--- src/sv/best_fit_block_allocator_top_defines.svh ---
// Assertion macros shared by the allocator RTL.
// Expects clk and arst_n in the scope of every use.
`ifndef BEST_FIT_BLOCK_ALLOCATOR_TOP_DEFINES_SVH
`define BEST_FIT_BLOCK_ALLOCATOR_TOP_DEFINES_SVH

`ifndef SYNTHESIS

`define BFA_ASSERT_IMPL(lbl, ante, cons, msg) \
	lbl: assert property (@(posedge clk) disable iff (!arst_n) (ante) |-> (cons)) \
		else $error(msg);

`define BFA_ASSERT_NEXT(lbl, ante, cons, msg) \
	lbl: assert property (@(posedge clk) disable iff (!arst_n) (ante) |=> (cons)) \
		else $error(msg);

`else

`define BFA_ASSERT_IMPL(lbl, ante, cons, msg)

`define BFA_ASSERT_NEXT(lbl, ante, cons, msg)

`endif

`endif

--- src/sv/bfa_pkg.sv ---
// Shared types and constants for the best-fit block allocator.
// No dependencies.
`timescale 1ns / 1ps

package bfa_pkg;

	localparam int ADDR_BITS      = 24;
	localparam int REG_BITS       = ADDR_BITS + 1;
	localparam int MAX_BLOCKS_DEF = 64;
	localparam int CFG_IDX_BITS   = 2;

	typedef logic [ADDR_BITS-1:0] addr_t;
	typedef logic [ADDR_BITS:0]   bsize_t;
	typedef logic [REG_BITS-1:0]  reg_t;

	typedef struct packed {
		addr_t  start;
		bsize_t size;
	} blk_t;

	typedef enum logic [2:0] {
		ST_OK       = 3'd0,
		ST_ZERO     = 3'd1,
		ST_NOFIT    = 3'd2,
		ST_FULL     = 3'd3,
		ST_NOTFOUND = 3'd4
	} status_t;

	typedef enum logic [2:0] {
		OP_NOP,
		OP_CLEAR,
		OP_INIT,
		OP_WRITE,
		OP_INSERT,
		OP_REMOVE
	} tbl_op_t;

	typedef struct packed {
		tbl_op_t op;
		blk_t    blk;
	} tbl_cmd_t;

	localparam logic [CFG_IDX_BITS-1:0] CFG_MEM_SIZE  = 2'd0;
	localparam logic [CFG_IDX_BITS-1:0] CFG_MEM_START = 2'd1;
	localparam logic [CFG_IDX_BITS-1:0] CFG_MEM_ALIGN = 2'd2;

	localparam logic ACT_ALLOC = 1'b0;
	localparam logic ACT_FREE  = 1'b1;

endpackage

--- src/sv/bfa_div.sv ---
// Bit-serial remainder unit: one dividend bit per cycle.
// Depends on bfa_pkg.
`timescale 1ns / 1ps

module bfa_div (
	input  logic          clk,
	input  logic          arst_n,
	input  logic          start,
	input  bfa_pkg::reg_t dividend,
	input  bfa_pkg::reg_t divisor,
	output logic          done,
	output bfa_pkg::reg_t rem
);
	import bfa_pkg::*;

	localparam int CNT_W = $clog2(REG_BITS + 1);

	logic [CNT_W-1:0] cnt_q;
	logic             busy_q;
	logic             done_q;
	reg_t             rem_q;
	reg_t             num_q;
	reg_t             den_q;
	logic [REG_BITS:0] trial;

	always_comb begin
		trial = {rem_q, num_q[REG_BITS-1]};
	end

	always_ff @(posedge clk or negedge arst_n) begin
		if (!arst_n) begin
			cnt_q  <= '0;
			busy_q <= 1'b0;
			done_q <= 1'b0;
			rem_q  <= '0;
			num_q  <= '0;
			den_q  <= '0;
		end else begin
			done_q <= 1'b0;
			if (start) begin
				cnt_q  <= CNT_W'(REG_BITS);
				busy_q <= 1'b1;
				rem_q  <= '0;
				num_q  <= dividend;
				den_q  <= divisor;
			end else if (busy_q) begin
				if (trial >= {1'b0, den_q})
					rem_q <= REG_BITS'(trial - {1'b0, den_q});
				else
					rem_q <= REG_BITS'(trial);
				num_q <= {num_q[REG_BITS-2:0], 1'b0};
				cnt_q <= cnt_q - CNT_W'(1);
				if (cnt_q == CNT_W'(1)) begin
					busy_q <= 1'b0;
					done_q <= 1'b1;
				end
			end
		end
	end

	assign done = done_q;
	assign rem  = rem_q;

endmodule

--- config.mk ---
export PLATFORM = sky130hd
export DESIGN_NAME = bfa_div
export DESIGN_NICKNAME = d
export VERILOG_FILES = /design/src/sv/best_fit_block_allocator_top_defines.svh /design/src/sv/bfa_pkg.sv /design/src/sv/bfa_div.sv
export SDC_FILE = /design/constraint.sdc
export NUM_CORES = 1
export LEC_CHECK = 0
export BUFFER_PORTS_ARGS = -buffer_cell sky130_fd_sc_hd__clkbuf_2
export CAP_MARGIN = 20
export CORE_MARGIN = 5
export CORE_UTILIZATION = 52
export CTS_CLUSTER_DIAMETER = 150
export CTS_CLUSTER_SIZE = 8
export DETAILED_ROUTE_END_ITERATION = 12
export PLACE_DENSITY_LB_ADDON = 0.05
export SKIP_CTS_REPAIR_TIMING = 1
export SYNTH_ARGS = -nofsm -noshare
export SYNTH_HDL_FRONTEND = slang
export SYNTH_SLANG_ARGS = --single-unit
--- constraint.sdc ---
create_clock -name clk -period 2.7 [get_ports clk]
set_input_delay 0.135 -clock clk [delete_from_list [all_inputs] [get_ports clk]]
set_output_delay 0.135 -clock clk [all_outputs]
set_load 0.005 [all_outputs]
==> summary.txt <==
Detailed routing
  – Drt total wl: approximately 12,000 um
  – Via/cell ratio: 5.26
  – Initial drt markers: around 180
  – Mean routed wirelength per cell: roughly 15 um
  – DRC viols: 0
  – Antenna-violating nets left: 0
  – Via count: 4,234
  – DRT Pass-1 Iters: 4

Logic synthesis
  – Cells after synthesis: 550
  – Mapped Nets: approximately 630
  – Yosys Warn Count: 0
  – EDFF count, synth: 0
  – Yosys reg bits: 82
  – Synth Cell Area: between 0.004 and 0.005 sq mm
  – Most frequent cell after synthesis: dfrtp_1
  – Yosys cell types: 51
  – Main flop type after synthesis: dfrtp_1
  – Top cells by area, synth: dfrtp_1 41%, ha_1 6.8%, o21ai_0 5.7%
  – Syn avg cell area: ~9.0 sq um
  – Yosys top cell by area: dfrtp_1
  – Top cells by count, synth: 82 x dfrtp_1, 72 x nand2_1, 56 x o21ai_0, 52 x nor2_1, 34 x a21oi_1
  – Share of the synthesized area in the top cell type: 41.4%
  – Asr flop ratio synth: between 90% and 100%
  – Sequential fraction of the synthesis area: about 41%

Worst setup path
  – Critical Path RT: a little under 3 ns
  – WP data arrival: approximately 3.1 ns
  – Crit path max fanout: 6
  – Reg2Reg Setup Slack: -0.17 ns
  – Setup Crit Path Kind: register to register
  – CP Launch Point: den_q[0]$_DFFE_PN0P_
  – Worst Setup Start Kind: register
  – Worst r2r src: den_q[0]$_DFFE_PN0P_
  – Reg2Reg Depth: 12
  – RR Endpoint: rem[2]$_DFFE_PN0P_
  – Critical Path End Type: register

Place
  – DPL Wire Length: 7850 um
  – Port-buffer cells: slightly below 80
  – Worst slack, placed: -0.220 ns
  – Placed Area: ~0.0056 sq mm
  – Placed cells: approximately 750
  – Placer Congestion: approximately 0.86

Cells and area
  – Post-Layout Cell Count: between 800 and 900
  – Sequential cell area: between 0.002 and 0.0025 sq mm
  – Area delta synth->final: 30.5%
  – Multi-input gate area: roughly 0.0029 sq mm
  – Final Net Count: roughly 750
  – Fill count: about 760
  – Antenna cell count: 0
  – Layout cells sized above 1: 29.4%
  – Post-layout instance area: 0.00647 sq mm
  – Post-route core utilization: between 60% and 70%

Global route
  – Met2 global-route usage: roughly a third
  – Met1 Resource Use GR: 25.2%
  – Busiest metal layer after global routing: met2
  – Total Routing Usage GR: roughly a fifth
  – Grt met3 use: roughly 4.3%
  – GRT overflow: 0
  – Antenna violations before repair: 0
  – First-pass GRT wire length: between 15,000 and 20,000 um
  – Vias in the first global route: around 4,200
  – Largest net degree at the start of global routing: 76

Clocking
  – Clk buf depth: 2
  – Worst-Skew Late Latency: 0.36 ns
  – CTS tree: yes
  – Clock Sinks: 82
  – CTS root buffer: clkbuf_8
  – H-tree levels: 3
  – Cts bufs inserted: 9
  – Clock Pin Slew Worst Setup and Hold Paths: 0.09 ns

STA
  – Final Worst Setup Slack: -0.173 ns
  – Max-slew violation count: 0
  – Hold WS: -0.0234 ns
  – Final Cycle Share: 106%
  – Rel. slew slack: around half
  – Setup violations, final: 24
  – Final Skew: roughly 0.0088 ns
  – Slew of the pin with the lowest slew margin: between 0.7 and 0.8 ns
  – Max frequency: between 300 and 400 MHz
  – RSZ-0062 raised after global routing: yes
  – Min Tclk post-route: approximately 2.9 ns
  – Hold Fails Final Rpt: 20

Worst hold path
  – Worst Min Path Start: divisor[17]
  – Hold WC Path Type: input pin to register
  – Hold Path Stages: 3
  – WHS Endpoint: den_q[17]$_DFFE_PN0P_

Power
  – Maximum vdd ir drop: roughly 0.35 mV
  – Power Total: around 5.7 mW
  – Pleak: 3.31 nW
  – Cell Pwr Density: a little under 900 mW/mm^2

Floorplanning
  – Core area: around 0.0093 sq mm
  – Die X-Extent: ~110 um
  – Die Span Y: 108 um
  – Site Rows: 35
  – Die footprint: about 0.012 sq mm
  – IO Count: between 70 and 80
  – Initial Utilization: 53.4%

Status
  – Violated checks: hold timing, setup timing
  – Status: complete, but fails checks

Job
  – Max-cap violations: 0
[critical path, cell delays in order (launching register included)]
cell and delay [ns]:
dfrtp_1 0.41, ha_4 0.17, fa_2 0.36, nor2b_4 0.14
o2111ai_2 0.16, a211oi_2 0.32, o21ai_2 0.11, a31oi_4 0.18
a41oi_4 0.23, buf_6 0.21, clkbuf_16 0.16, a21oi_1 0.19
a211oi_2 0.09
[cells by family (layout without fill, tap and decap cells)]
kind of cell,count (synthesis),count (layout),share of synthesized area [%]
AOI/OAI and AO/OA,159,159,22.0
xor gates and xnor gates,24,24,4.24
adders and majority gates,28,28,7.22
buffers and inverters,64,190,5.12
DFF,82,82,41.4
muxes,28,28,5.68
and+or+nand+nor,165,165,14.3
[final cells by class]
class                      instances  area share [%]
multi-input combinational        404            45.0
clock inverter                     6           0.754
clock buffer                      10            2.13
timing repair buffer             141            16.0
inverter                          33            1.91
sequential                        82            31.8
tap                              129            2.49
[routing by layer]
metal  vias to the layer above  part of all wire [%]
li1                       2163                     -
met1                      1973                    44
met2                        87                    50
met3                        11                   4.5
met4                         0                   1.1
met5                         -                     0
[sequential cells by signal, indices dropped and copies added, names as in the netlist]
register  flops
rem          25
done          1
cnt_q         5
busy_q        1
num_q        25
den_q        25
[through the flow]
step	setup TNS, ns	hold WS (ns)
5_1_grt	-5.78	0.000239
3_3_place_gp	-0.200	0.234
2_1_floorplan	0	-0.161
6_report	-2.37	-0.0234
3_5_place_dp	-2.60	0.238
4_1_cts	-3.38	-0.162
[worst max-delay path by stage]
stage	depth (start not counted)	endpoint	slack, ns
after CTS	12	rem[20]$_DFFE_PN0P_	-0.25
after detailed placement	12	rem[20]$_DFFE_PN0P_	-0.22
after floorplan	13	rem[13]$_DFFE_PN0P_	0.06
after global routing	13	rem[2]$_DFFE_PN0P_	-0.34
final	12	rem[2]$_DFFE_PN0P_	-0.17
after global placement	12	rem[20]$_DFFE_PN0P_	-0.07
[layout by cell type, fill, tap and decap left out, types with 5 or more instances in the layout]
cell type / instances
mux2i_1: 27
nor2_2: 7
a21o_1: 12
dfrtp_1: 81
xor2_1: 11
a211oi_2: 18
o21ai_0: 56
clkbuf_2: 76
a211oi_1: 6
ha_1: 26
a21oi_2: 11
clkbuf_8: 10
a21oi_4: 8
o21ai_1: 5
a21oi_1: 15
nor3_1: 8
xnor2_1: 13
buf_4: 31
and3_1: 6
nor2b_1: 5
nand4_1: 6
nand2_1: 71
nor2_1: 41
inv_1: 31
dlygate4sd3_1: 24
[power breakdown]
part	total [mW]	switching, mW	internal (mW)
logic	3.29	1.71	1.58
registers	1.59	0.166	1.42
clock network	0.852	0.485	0.367
(Power assumes the default switching activity.)
